## config.mk

```make
export PLATFORM = sky130hd
export DESIGN_NAME = vna_queue
export DESIGN_NICKNAME = d
export VERILOG_FILES = /design/src/sv/vna_pkg.sv /design/src/sv/vna_queue.sv
export SDC_FILE = /design/constraint.sdc
export NUM_CORES = 1
export LEC_CHECK = 0
export BUFFER_PORTS_ARGS = -buffer_cell sky130_fd_sc_hd__buf_2
export CORE_UTILIZATION = 44
export DETAILED_ROUTE_END_ITERATION = 10
export PLACE_DENSITY_LB_ADDON = 0.15
export REMOVE_ABC_BUFFERS = 1
export SLEW_MARGIN = 20
export SYNTH_ARGS = -nofsm -noshare
export SYNTH_HDL_FRONTEND = slang
export SYNTH_SLANG_ARGS = --single-unit
```

## constraint.sdc

```tcl
create_clock -name clock -period 3.11 [get_ports clock]
set_input_delay 0.1555 -clock clock [delete_from_list [all_inputs] [get_ports clock]]
set_output_delay 0.1555 -clock clock [all_outputs]
set_load 0.03 [all_outputs]
```

## src/sv/vna_pkg.sv

```systemverilog
// ----------------------------------------------------------------------------
// vna_pkg
// Types, widths and codes shared by the vertex normal accumulator.
// ----------------------------------------------------------------------------
package vna_pkg;

   localparam int VERTEX_COUNT_DEF    = 1024;
   localparam int NORMAL_SUM_BITS_DEF = 24;

   localparam int INDEX_W  = 10;
   localparam int POS_W    = 16;
   localparam int NORMAL_W = 24;
   localparam int EDGE_W   = 17;
   localparam int PROD_W   = 34;
   localparam int CROSS_W  = 35;
   localparam int MAG_W    = 34;
   localparam int SCALED_W = 30;
   localparam int SQ_W     = 64;
   localparam int LEN_W    = 32;
   localparam int REM_W    = 31;
   localparam int NUM_W    = 46;
   localparam int QUOT_W   = 17;
   localparam int UNIT_W   = 16;
   localparam int QUEUE_DEPTH = 4;

   localparam logic [1:0] CMD_LOAD     = 2'd0;
   localparam logic [1:0] CMD_TRIANGLE = 2'd1;
   localparam logic [1:0] CMD_READ     = 2'd2;

   typedef struct packed {
      logic [1:0]               command;
      logic [INDEX_W-1:0]       index_a;
      logic [INDEX_W-1:0]       index_b;
      logic [INDEX_W-1:0]       index_c;
      logic signed [POS_W-1:0]  pos_x;
      logic signed [POS_W-1:0]  pos_y;
      logic signed [POS_W-1:0]  pos_z;
   } req_type;

   typedef struct packed {
      logic [INDEX_W-1:0]         vertex_index;
      logic signed [NORMAL_W-1:0] normal_x;
      logic signed [NORMAL_W-1:0] normal_y;
      logic signed [NORMAL_W-1:0] normal_z;
   } rsp_type;

   typedef enum logic [1:0] {
      OP_LOAD,
      OP_TRIANGLE,
      OP_READ,
      OP_READ_ZERO
   } op_type;

   typedef struct packed {
      op_type                   op;
      logic [INDEX_W-1:0]       index_a;
      logic [INDEX_W-1:0]       index_b;
      logic [INDEX_W-1:0]       index_c;
      logic signed [POS_W-1:0]  pos_x;
      logic signed [POS_W-1:0]  pos_y;
      logic signed [POS_W-1:0]  pos_z;
   } job_type;

   typedef enum logic [2:0] {
      N_IDLE,
      N_SCALE,
      N_SQUARE,
      N_ROOT,
      N_DIV_LOAD,
      N_DIV_STEP,
      N_DONE
   } norm_state_type;

   typedef enum logic [3:0] {
      B_IDLE,
      B_LOAD,
      B_FETCH,
      B_CATCH,
      B_EDGE,
      B_CROSS,
      B_NORM_GO,
      B_NORM_WAIT,
      B_ACC_RD,
      B_ACC_WR,
      B_RD_ISSUE,
      B_RSP
   } back_state_type;

endpackage

```

## src/sv/vna_queue.sv

```systemverilog
// ----------------------------------------------------------------------------
// vna_queue
// Short job queue between the front and the back.
// ----------------------------------------------------------------------------
module vna_queue (
   input  logic              clock,
   input  logic              reset,
   input  logic              push,
   input  vna_pkg::job_type  push_job,
   input  logic              pop,
   output vna_pkg::job_type  pop_job,
   output logic              full,
   output logic              not_empty
);
   import vna_pkg::*;

   localparam int PTR_W = $clog2(QUEUE_DEPTH);

   job_type          mem_ff [QUEUE_DEPTH];
   logic [PTR_W-1:0] wr_ptr_ff, rd_ptr_ff;
   logic [PTR_W:0]   count_ff;

   assign full      = count_ff == (PTR_W+1)'(QUEUE_DEPTH);
   assign not_empty = count_ff != '0;
   assign pop_job   = mem_ff[rd_ptr_ff];

   always_ff @(posedge clock) begin
      if (push) begin
         mem_ff[wr_ptr_ff] <= push_job;
      end
   end

   always_ff @(posedge clock) begin
      if (reset) begin
         wr_ptr_ff <= '0;
         rd_ptr_ff <= '0;
         count_ff  <= '0;
      end else begin
         if (push) begin
            wr_ptr_ff <= wr_ptr_ff + 1'b1;
         end
         if (pop) begin
            rd_ptr_ff <= rd_ptr_ff + 1'b1;
         end
         count_ff <= count_ff + (PTR_W+1)'(push) - (PTR_W+1)'(pop);
      end
   end

   a_no_overflow : assert property (@(posedge clock) disable iff (reset)
      push |-> !full) else $error("job queue written while full");

   a_no_underflow : assert property (@(posedge clock) disable iff (reset)
      pop |-> not_empty) else $error("job queue read while empty");

endmodule

```

Yosys cells after proc, flatten, opt, wreduce, memory -nomap -nowiden

Memories as Yosys holds them, arrays and structs flattened. A register that Yosys moved wholly into a read port is not among the register bits.
Cells that the tools add are included.

RAM bits: 320
Input bits: 84
Memories: 1
Flip-flop bits (word level): 7
Output and inout bits: 82

Add/sub/neg operators: 4
Eq/ne operators: 1
Multiplexer cells: 4
Reduce and logical (&&, ||, !) cells: 1

Memories:

| name   | words | bits a word | read ports | clocked after Yosys merged registers in | wr ports | RTL line        | text |
|---|---|---|---|---|---|---|---|
| mem_ff | 4     | 80          | 1          | 1                                       | 1        | vna_queue.sv:19 | `job_type mem_ff [QUEUE_DEPTH];` |

Operator list:

| operator                                                       | count |
|---|---|
| 2-bit by 1-bit adder with 2-bit output (second input constant) | 2 |
| 2-bit 2-to-1 mux                                               | 2 |
| 3-bit by 1-bit adder with 3-bit output                         | 1 |
| 3-bit equality test (second input constant)                    | 1 |
| 3-bit nonzero test                                             | 1 |
| 3-bit by 1-bit subtractor with 3-bit output                    | 1 |
| 1-bit 2-to-1 mux                                               | 2 |

Logic depth before layout (Yosys ltp)

Gate-level depths: netlist (run 1).

Depth in word-level cells: 3
Gate-level depth with buffers: 7

Worst setup path after synthesis (run 1)

OpenSTA, ideal clock, no wires.

Path kind: register to register
From: register wr_ptr_ff[0]
To: memory mem_ff[0][0] (netlist bit), enable pin
Stages on the path, launching flop included: 4
Library setup time: 0.447 ns
Slack: 0.257 ns
Data required time: 2.663 ns
Arrival time: 2.406 ns
Cells stage by stage: dfxtp_1 > inv_1 > ha_1 > and2_1

RTL lines:

| what                   | RTL line        | text |
|---|---|---|
| start, declared        | vna_queue.sv:20 | `logic [PTR_W-1:0] wr_ptr_ff, rd_ptr_ff;` |
| start signal, assigned | vna_queue.sv:40 | `wr_ptr_ff <= wr_ptr_ff + 1'b1;` |
| end, declared          | vna_queue.sv:19 |  |

Straight into the memory's write port.

==> metrics.md, run 1 <==
| Metric | Value |
|---|---|
| Outcome | finished, final reports clean |
| GRT Residual Overflow | 0 |
| Layout cell share with drive strength beyond 1 | between 30% and 40% |
| CP bufs+invs | 2 |
| Final Util | 56.17% |
| Cell Count Post-Placement | between 900 and 1000 |
| Endpoints failing setup | 0 |
| Global-route wire length before repair | ~35000 µm |
| Fin. max-slew vios | 0 |
| Filler Cells Inserted | between 2000 and 2500 |
| Startpoint types | flip-flop |
| Setup TNS | 0 ns |
| Reg2Reg Capture Point | mem_ff[1][43] |
| 1st-pass router iterations | 4 |
| RSZ-0062 raised after global routing | false |
| Peak VDD IR | around 0.45 mV |
| # rows | 60 |
| Core area | about 27000 µm² |
| Layout area overhead | 25.47% |
| Most used DFF post-synth | edfxtp_1 |
| Final hold vios | 0 |
| Yosys reg bits | approximately 330 |
| Total GRT Usage | between 10% and 20% |
| Dpl hpwl | between 10000 and 15000 µm |
| Die width | around 170 µm |
| Top-area cell type share of the netlist area | 79.64% |
| Max Clk Rate | around 400 MHz |
| Via count | 5593 |
| Vias in the first global route | 6235 |
| DRT antenna net count | 0 |
| Yosys cell types | 21 |
| Sequential element share of the synthesized area | 81.13% |
| Power per cell area | 669.4 nW/µm² |
| Synth cell count leaders | edfxtp_1, mux4_2, dfxtp_1 |
| Io pins | around 170 |
| R2r setup slk | about 1.3 ns |
| Crit-path max FO | 29 |
| CP Cell Sequence | buf_4, mux4_2, buf_2 |
| Num CTS Buffers | 35 |
| Hold WC Path Type | in -> reg |
| Slowest cell on crit path | dfxtp_4 |
| Worst Path Required | 2.95 ns |
| Post-Syn Area | ~12000 µm² |
| Synth area leader | edfxtp_1 |
| Setup repair bufs after CTS | 0 |
| Gpl congestion | between 0.6 and 0.7 |
| Tot Pwr | a little over 10000 µW |
| M1 GR Usage | a little over a fifth |
| Worst setup path category | reg -> out |
| CTS tree | built |
| I/O Buffers | ~170 |
| Global routing usage on met3 | 3.711% |
| Final nets | 828 |
| R2R cell count | 3 |
| Worst hold slack | 0.06160 ns |
| Top Usage Layer GRT | met2 |
| Clock tree buffer depth | 3 |
| CTS clk-pin slew, worst paths | approximately 0.050 ns |
| Clk Tree Root Cell | clkbuf_16 |
| Post-Syn Instances | 460 |
| Min-delay src | push |
| Ys Warns | 0 |
| Final min period | between 2 and 2.5 ns |
| Vias/cell | around 5 |
| Tcrit/Tclk final | 79.93% |
| Worst hold endpoint | wr_ptr_ff[1] |
| Leak | ~0.0052 µW |
| Worst EP arrival | around 2.3 ns |
| Die height | between 150 and 200 µm |
| First DRT Iteration DRCs | ~380 |
| Delay-heaviest family, CP | flip-flops |
| Hold Path Depth | 3 |
| Largest net degree at the start of global routing | 44 |
| Worst Setup End Kind | output pin |
| CTS H-tree lvls | 2 |
| WL final | 22710 µm |
| Post-Syn Area per Cell | 26.23 µm² |
| Die area | between 20000 and 30000 µm² |
| R2R Path Start | wr_ptr_ff[0] |
| Count leader, synth | edfxtp_1 |
| Initial antenna violation count | 2 |
| Non-Filler Instances | around 1100 |
| Worst-Skew Late Latency | 0.50 ns |
| EDFF count, synth | between 300 and 400 |
| CP peak stage delay | between 0.7 and 0.8 ns |
| Most area-consuming cells after synthesis | edfxtp_1, mux4_2, dfxtp_1 |
| Max_cap viols | 0 |
| Clock Skews | around 0.012 ns |
| Relative slew margins | 53.29% |
| Met2 usage | between 20 and 30% |
| # DRC | 0 |
| WL per Instance | slightly above 20 µm |
| Clk sinks | approximately 330 |
| FFs w/ async S/R, synth | 0% |
| Initial Util | between 40% and 50% |
| Worst-margin pin slew | roughly 0.70 ns |
## stage by stage
stage / instance area, µm² / setup slack (ns)
final: 15140 / 0.6241
after global routing: 15140 / 0.4484
after global placement: 13280 / 1.037
after floorplan: 11850 / -1.174
after detailed placement: 13280 / 1.033
after CTS: 15130 / 0.4945
## area by class of cell
class                      count  area (µm²)  area share [%]
clock buffer                  50       974.7           6.438
timing repair buffer         258        1819           12.02
inverter                       6       22.52          0.1488
multi-input combinational    107        2049           13.54
sequential                   329        9797           64.71
antenna                        2       5.005         0.03306
tap                          341       426.7           2.818
clock inverter                11       45.04          0.2975
## worst reg2reg max path, stage by stage, from the launching register on
cell,delay [ns]
dfxtp_1,0.40
ha_1,0.17
and2_4,0.56
buf_12,0.38
## kinds of logic after synthesis
family	share of synthesized area, %
DFF	81.13
muxes	15.01
buffers and inverters	1.970
and+or+nand+nor	0.6326
adders and majority gates	0.7880
xor gates and xnor gates	0.3422
AOI/OAI and AO/OA	0.1244
## metal layers
layer	vias up	share of wire, %
li1	2522	-
met1	2889	42
met3	29	5.0
met4	0	1.7
met5	-	0
met2	153	51
## state kept, by name (all words and copies together), names as in the netlist, named ones only
register / count
count_ff: 3
mem_ff: 320
rd_ptr_ff: 2
wr_ptr_ff: 2
## worst max-delay path by stage
stage / startpoint / to / slack [ns] / cells after the start
detailed placement: flip-flop / pop_job[73] / 1.03 / 3
CTS: flip-flop / pop_job[11] / 0.49 / 3
global route: flip-flop / pop_job[11] / 0.45 / 3
floorplan: flip-flop / pop_job[0] / -1.17 / 1
finish: flip-flop / pop_job[73] / 0.62 / 3
global placement: flip-flop / pop_job[13] / 1.04 / 3
## cells in the final DEF, fill, tap and decap left out
cell           count
or3_1              1
dfxtp_4            2
clkinv_1           8
and2_4             4
xnor2_1            2
nor2_1             5
buf_2            165
a21oi_1            1
clkbuf_16         37
and3_1             1
clkbuf_1          13
nor2b_1            2
mux2i_1            1
clkinv_2           3
dfxtp_1            7
a21bo_2            1
mux4_2            80
diode_2            2
edfxtp_1         320
xor3_1             1
fa_1               1
buf_12             7
dlygate4sd3_1     83
buf_4              3
inv_1              6
nand3b_1           1
ha_1               6
## power by group
part	switching [µW]	internal (µW)
registers	91.0	5100
clock network	1530	2170
logic	732	516
total	2350	7780
## timing repair
| item | 4_1_cts | 5_1_grt |
|---|---|---|
| gates resized for setup | 0 | 0 |
| hold buffers | 83 | 0 |
| endpoints found under the hold margin | 329 | 0 |
| endpoints found under the setup margin | 0 | 0 |
(Power assumes the default switching activity.)
==> run 2: changes to the inputs <==
==> constraint.sdc (replaced) <==
create_clock -name clock -period 2.1 [get_ports clock]
set_input_delay 0.105 -clock clock [delete_from_list [all_inputs] [get_ports clock]]
set_output_delay 0.105 -clock clock [all_outputs]
set_load 0.03 [all_outputs]
==> run 2 against run 1 <==
Clock skew fell by 0.00084 ns. Critical endpoint is now pop_job[33]. Clock-buffer cell count fell by 5. Critical path depth did not move. Clock power rose by 50%. Sequential power rose by 47%. Sequential share of layout area fell by 0.59 points. Core utilization rose by 0.52 points. Via count rose by 1.5%. Power rose by 49%. First-iteration DRC count fell by 14%. Flip-flop and latch count did not move. Largest power group unchanged.
==> metrics.md, run 2 (synthesized netlist as in run 1, its figures left out) <==
| Metric | Value |
|---|---|
| GRT Residual Overflow | 0 (unchanged) |
| Hold WC Path Type | in -> reg |
| Final nets | 835 (+0.85%) |
| Diodes inserted | 0 (-2) |
| Worst hold slack | 0.3564 ns (+0.2948 ns) |
| Commonest cells after routing, fill and taps aside | edfxtp_1, buf_2, dlygate4sd3_1 |
| WL final | 21920 µm (-3.5%) |
| Relative slew margins | 74.75% (+21 points) |
| CP Cell Sequence | buf_12, mux4_2, buf_2 |
| Clock Skews | 0.01158 ns (-0.0008426 ns) |
| Layout cell share with drive strength beyond 1 | 40.81% (+1.1 points) |
| Slowest cell on crit path | mux4_2 |
| Top reg by flops | mem_ff |
| Worst EP arrival | 1.94 ns (-0.39 ns) |
| Most common cell after layout, fill and taps aside | edfxtp_1 |
| WL per Instance | 19.78 µm (-3.8%) |
| Initial Util | 44.77% (unchanged) |
| # DRC | 0 (unchanged) |
| Clk Tree Root Cell | clkbuf_16 |
| Die width | 167.6 µm (unchanged) |
| Layout area overhead | 26.63% |
| Worst Setup End Kind | output pin |
| CTS H-tree lvls | 2 (unchanged) |
| Global-route wire length before repair | 34150 µm (-2.5%) |
| Max_cap viols | 0 (unchanged) |
| Total GRT Usage | 16.07% (-0.58 points) |
| Io pins | 166 (unchanged) |
| Tot Pwr | 15100 µW (+49%) |
| CTS clk-pin slew, worst paths | 0.06 ns (about the same) |
| Crit-path max FO | 25 (-14%) |
| Worst setup path category | reg -> out |
| Placement Setup Slack | 0.3066 ns (-0.7260 ns) |
| DRT antenna net count | 0 (unchanged) |
| Die area | 28090 µm² (unchanged) |
| Max FFs per register | 320 (unchanged) |
| Worst-margin pin slew | 0.3788 ns (-0.3218 ns) |
| # rows | 60 (unchanged) |
| First DRT Iteration DRCs | 332 (-14%) |
| Vias in the first global route | 6143 (-1.5%) |
| Worst Path Required | 2.00 ns (-0.95 ns) |
| Biggest regs | mem_ff (320), count_ff (3) |
| Peak VDD IR | 0.7921 mV (+74%) |
| Final worst slack | 0.05785 ns (-0.5662 ns) |
| Tcrit/Tclk final | 97.25% |
| CP peak stage delay | 0.58 ns (-0.19 ns) |
| Final hold vios | 0 (unchanged) |
| Power per cell area | 988.0 nW/µm² (+48%) |
| Num CTS Buffers | 36 (+2.9%) |
| CTS tree | built |
| Startpoint types | flip-flop |
| Outcome | finished, final reports clean |
| Setup TNS | 0 ns (unchanged) |
| Clk sinks | 329 (unchanged) |
| Die height | 167.6 µm (unchanged) |
| Fin. max-slew vios | 0 (unchanged) |
| RSZ-0062 raised after global routing | true |
| Final min period | slightly above 2 ns |
| Leak | 0.005227 µW (+1.3%) |
| Largest net degree at the start of global routing | 48 (+9.1%) |
| Gpl congestion | 0.6785 (-1.9%) |
| I/O Buffers | 165 (unchanged) |
| 1st-pass router iterations | 4 (unchanged) |
| Endpoints failing setup | 0 (unchanged) |
| Worst-Skew Late Latency | 0.50 ns (about the same) |
| Clock tree buffer depth | 3 (unchanged) |
| Core area | 26950 µm² (unchanged) |
| Max Clk Rate | 489.7 MHz |
| Initial antenna violation count | 1 (-1) |
| Vias/cell | 5.125 (+1.2%) |
| Via count | 5678 (+1.5%) |
| Dpl hpwl | 12620 µm (-4.2%) |
==> run 2: final cells by class <==
cell class                 count  area (µm²)
clock buffer                  45       965.9
clock inverter                16       76.32
fill                        2017       11670
inverter                       6       22.52
multi-input combinational    107        2049
sequential                   329        9797
tap                          341       426.7
timing repair buffer         264        1942
==> run 2: critical path, delay by kind of cell, from the launching register on <==
family   cells  cell delay [ns]
buf+inv      2             0.44
flops        1             0.41
mux          1             0.58
==> run 2: layer usage <==
metal,share of wire (%),vias up,routed length [µm],GRT usage [%]
met2,51,155,11210,27.77
met1,42,2951,9162,20.29
li1,-,2534,-,-
met3,5.1,36,1109,3.403
met4,1.9,2,422,5.185
met5,0.050,-,11,0
==> run 2: where the power goes <==
group	internal, µW	switching (µW)	leakage, µW	total, µW
clock	3240	2300	0.000512	5540
combinational	795	1140	0.00170	1930
sequential	7550	79.8	0.00301	7630
total	11600	3520	0.00523	15100
==> run 2: what timing repair did <==
| action | CTS | global route |
|---|---|---|
| endpoints found under the setup margin | 71 | 10 |
| endpoints found under the hold margin | 329 | 0 |
| resized for setup | 0 | 0 |
| buffers inserted | 2 | 0 |
| hold buffers | 84 | 0 |
==> run 2: final timing paths <==
kind                            slack [ns]             to  cells after the start    startpoint
worst max-delay path                  0.06    pop_job[33]                      3     flip-flop
worst min-delay path                  0.36  mem_ff[0][32]                      2  push_job[32]
worst max register to register        0.32    count_ff[2]                      7   count_ff[0]
worst min register to register        0.56      flip-flop                      2  rd_ptr_ff[0]
==> run 2: per-stage QoR <==
step	cell area, µm²	util [%]	instances
2_1_floorplan	11850	-	442
5_1_grt	15280	56.69	1108
3_5_place_dp	13380	49.65	961
3_3_place_gp	13380	49.65	961
4_1_cts	15280	56.69	1108
6_report	15280	56.69	1108
==> run 3: changes to the inputs <==
--- a/config.mk
+++ b/config.mk
@@ -6,7 +6,7 @@
 export NUM_CORES = 1
 export LEC_CHECK = 0
 export BUFFER_PORTS_ARGS = -buffer_cell sky130_fd_sc_hd__buf_2
-export CORE_UTILIZATION = 44
+export CORE_UTILIZATION = 40
 export DETAILED_ROUTE_END_ITERATION = 10
 export PLACE_DENSITY_LB_ADDON = 0.15
 export REMOVE_ABC_BUFFERS = 1
==> run 3 against run 2 <==
Routed wire length is 9.4% higher. Via count is 2.2% higher. Sequential power hardly changed. Highest routed layer is now met4. First-iteration DRC count is 2.4% higher. Power is 4.1% higher. Final cell count is 5.1% higher. Clock skew is 0.0029 ns higher. Worst hold slack better by 0.0018 ns.
==> metrics.md, run 3 (synthesized netlist as in run 1, its figures left out) <==
| Metric | Value |
|---|---|
| Worst hold slack | 0.3582 ns (+0.001785 ns) |
| Vias in the first global route | 6194 (+0.83%) |
| Layout cell share with drive strength beyond 1 | 41.29% (+0.48 points) |
| Most common cell after layout, fill and taps aside | edfxtp_1 |
| I/O Buffers | 165 (unchanged) |
| Worst hold endpoint | mem_ff[1][68] |
| Design area | 15820 µm² (+3.6%) |
| WL final | 23980 µm (+9.4%) |
| Worst Setup End Kind | output pin |
| Clock Power Share | 37.5% (+0.8 points) |
| WL per Instance | 20.58 µm (+4.0%) |
| Core area | 29640 µm² (+10%) |
| Final nets | 844 (+1.1%) |
| GRT Residual Overflow | 0 (unchanged) |
| Vias/cell | 4.982 (-2.8%) |
| Placement Setup Slack | 0.3499 ns (+0.04327 ns) |
| Commonest cells after routing, fill and taps aside | edfxtp_1, buf_2, dlygate4sd3_1 |
| Clk sinks | 329 (unchanged) |
| Diodes inserted | 0 (unchanged) |
| Total GRT Usage | 15.27% (-0.80 points) |
| Reg2Reg Capture Point | count_ff[2] |
| Top reg by flops | mem_ff |
| CTS H-tree lvls | 2 (unchanged) |
| Initial antenna violation count | 0 (-1) |
| Outcome | finished, final reports clean |
| Int Power | 12120 µW (+4.7%) |
| Fin. max-slew vios | 0 (unchanged) |
| Via count | 5804 (+2.2%) |
| Io pins | 166 (unchanged) |
| Worst setup path category | reg -> out |
| Tot Pwr | 15720 µW (+4.1%) |
| Startpoint types | flip-flop |
| Hold Path Depth | 2 (unchanged) |
| Comb power frac | 14.0% (+1.2 points) |
| Final hold vios | 0 (unchanged) |
| Max FFs per register | 320 (unchanged) |
| Die area | 30870 µm² (+9.9%) |
| # rows | 63 (+5.0%) |
| Leak | 0.005416 µW (+3.6%) |
| Post-DP Area | 13410 µm² (+0.18%) |
| Dpl hpwl | 12720 µm (+0.78%) |
| Clk Tree Root Cell | clkbuf_16 |
| Clock tree buffer depth | 3 (unchanged) |
| Flop pwr share | 48.5% (-2.0 points) |
| Filler Cells Inserted | 2353 (+17%) |
| Max Clk Rate | 490.0 MHz (about the same) |
| Crit-path max FO | 12 (-52%) |
| Initial Util | 40.71% (-4.1 points) |
| Biggest regs | mem_ff (320), count_ff (3) |
| Gpl congestion | 0.6935 (+2.2%) |
| Worst EP arrival | 1.94 ns (about the same) |
| # DRC | 0 (unchanged) |
| Tcrit/Tclk final | 97.17% (about the same) |
| Worst Path Required | 2.00 ns (about the same) |
| Endpoints failing setup | 0 (unchanged) |
| Register area | 9797 µm² (unchanged) |
| Final worst slack | 0.05937 ns (+0.001521 ns) |
| DRT antenna net count | 0 (unchanged) |
| First DRT Iteration DRCs | 340 (+2.4%) |
| P_sw | 3603 µW (+2.4%) |
| Hold WC Path Type | in -> reg |
| CTS clk-pin slew, worst paths | 0.06 ns (about the same) |
| Die height | 175.7 µm (+4.8%) |
| R2R cell count | 7 (unchanged) |
| Peak VDD IR | 0.6092 mV (-23%) |
| Layout area overhead | 31.14% |
| Power per cell area | 993.5 nW/µm² (+0.55%) |
| Relative slew margins | 70.73% (-4.0 points) |
| Worst-Skew Late Latency | 0.50 ns (about the same) |
| Largest net degree at the start of global routing | 60 (+25%) |
| CTS tree | built |
| Sw frac | 22.92% (-0.38 points) |
| Num CTS Buffers | 37 (+2.8%) |
| 1st-pass router iterations | 4 (unchanged) |
| Global-route wire length before repair | 35310 µm (+3.4%) |
| Area of the multi-input gates | 2049 µm² (unchanged) |
| R2R Path Start | count_ff[0] |
| Max_cap viols | 0 (unchanged) |
| Die width | 175.7 µm (+4.8%) |
| Min-delay src | push_job[68] |
| Clock Skews | 0.01445 ns (+0.002869 ns) |
| Final min period | 2.041 ns (-0.001521 ns) |
| R2r setup slk | 0.33 ns (about the same) |
| Worst-margin pin slew | 0.4391 ns (+0.06028 ns) |
run 3: per-stage QoR:
stage	cells	utilization [%]	TNS (ns)
3_5_place_dp	1010	45.23	0
2_1_floorplan	442	-	-408.53
5_1_grt	1165	53.39	-0.03369
6_report	1165	53.39	0
4_1_cts	1156	52.82	-0.8794
3_3_place_gp	1010	45.23	0
run 3: area by class of cell:
type | count | share of cell area (%)
clock buffers | 46 | 6.065
clock inverters | 15 | 0.9330
inverters | 6 | 0.1423
multi-input cells | 107 | 12.95
flip-flops and latches | 329 | 61.91
well taps | 390 | 3.084
repair buffers | 272 | 14.91
run 3: critical path, cell delays in order, from the launching register on:
cell       delay [ns]
dfxtp_4          0.37
buf_12           0.14
clkbuf_16        0.21
mux4_2           0.50
buf_2            0.20
run 3: worst max-delay path by stage:
stage,start,to,slack (ns)
2_1_floorplan,flip-flop,pop_job[0],-2.13
3_3_place_gp,count_ff[0],count_ff[2],0.37
3_5_place_dp,count_ff[0],count_ff[2],0.35
4_1_cts,flip-flop,pop_job[64],-0.06
5_1_grt,flip-flop,pop_job[61],-0.008
6_report,flip-flop,pop_job[61],0.06
run 3: power by group through the flow:
stage | registers (µW) | logic (µW) | clock network (µW)
global placement | 7750 | 1790 | 0
floorplan | 7850 | 1120 | 0
detailed placement | 7770 | 1810 | 0
global route | 7650 | 2330 | 6310
finish | 7630 | 2190 | 5900
CTS | 7640 | 2140 | 6050
run 3: per-layer routing:
layer / share of wire, % / global-route usage (%) / routed length, µm
met1: 43 / 20.01 / 10220
met2: 50 / 25.63 / 11990
met3: 5.3 / 3.333 / 1269
met4: 2.1 / 4.384 / 498
met5: 0 / 0 / 0
run 3: timing repair:
action                                 4_1_cts  5_1_grt
setup endpoints to repair                   51       73
buffers inserted                             0        4
resized for setup                           87        1
gates cloned                                 1        5
endpoints found under the hold margin      329        0
hold buffers                                84        0
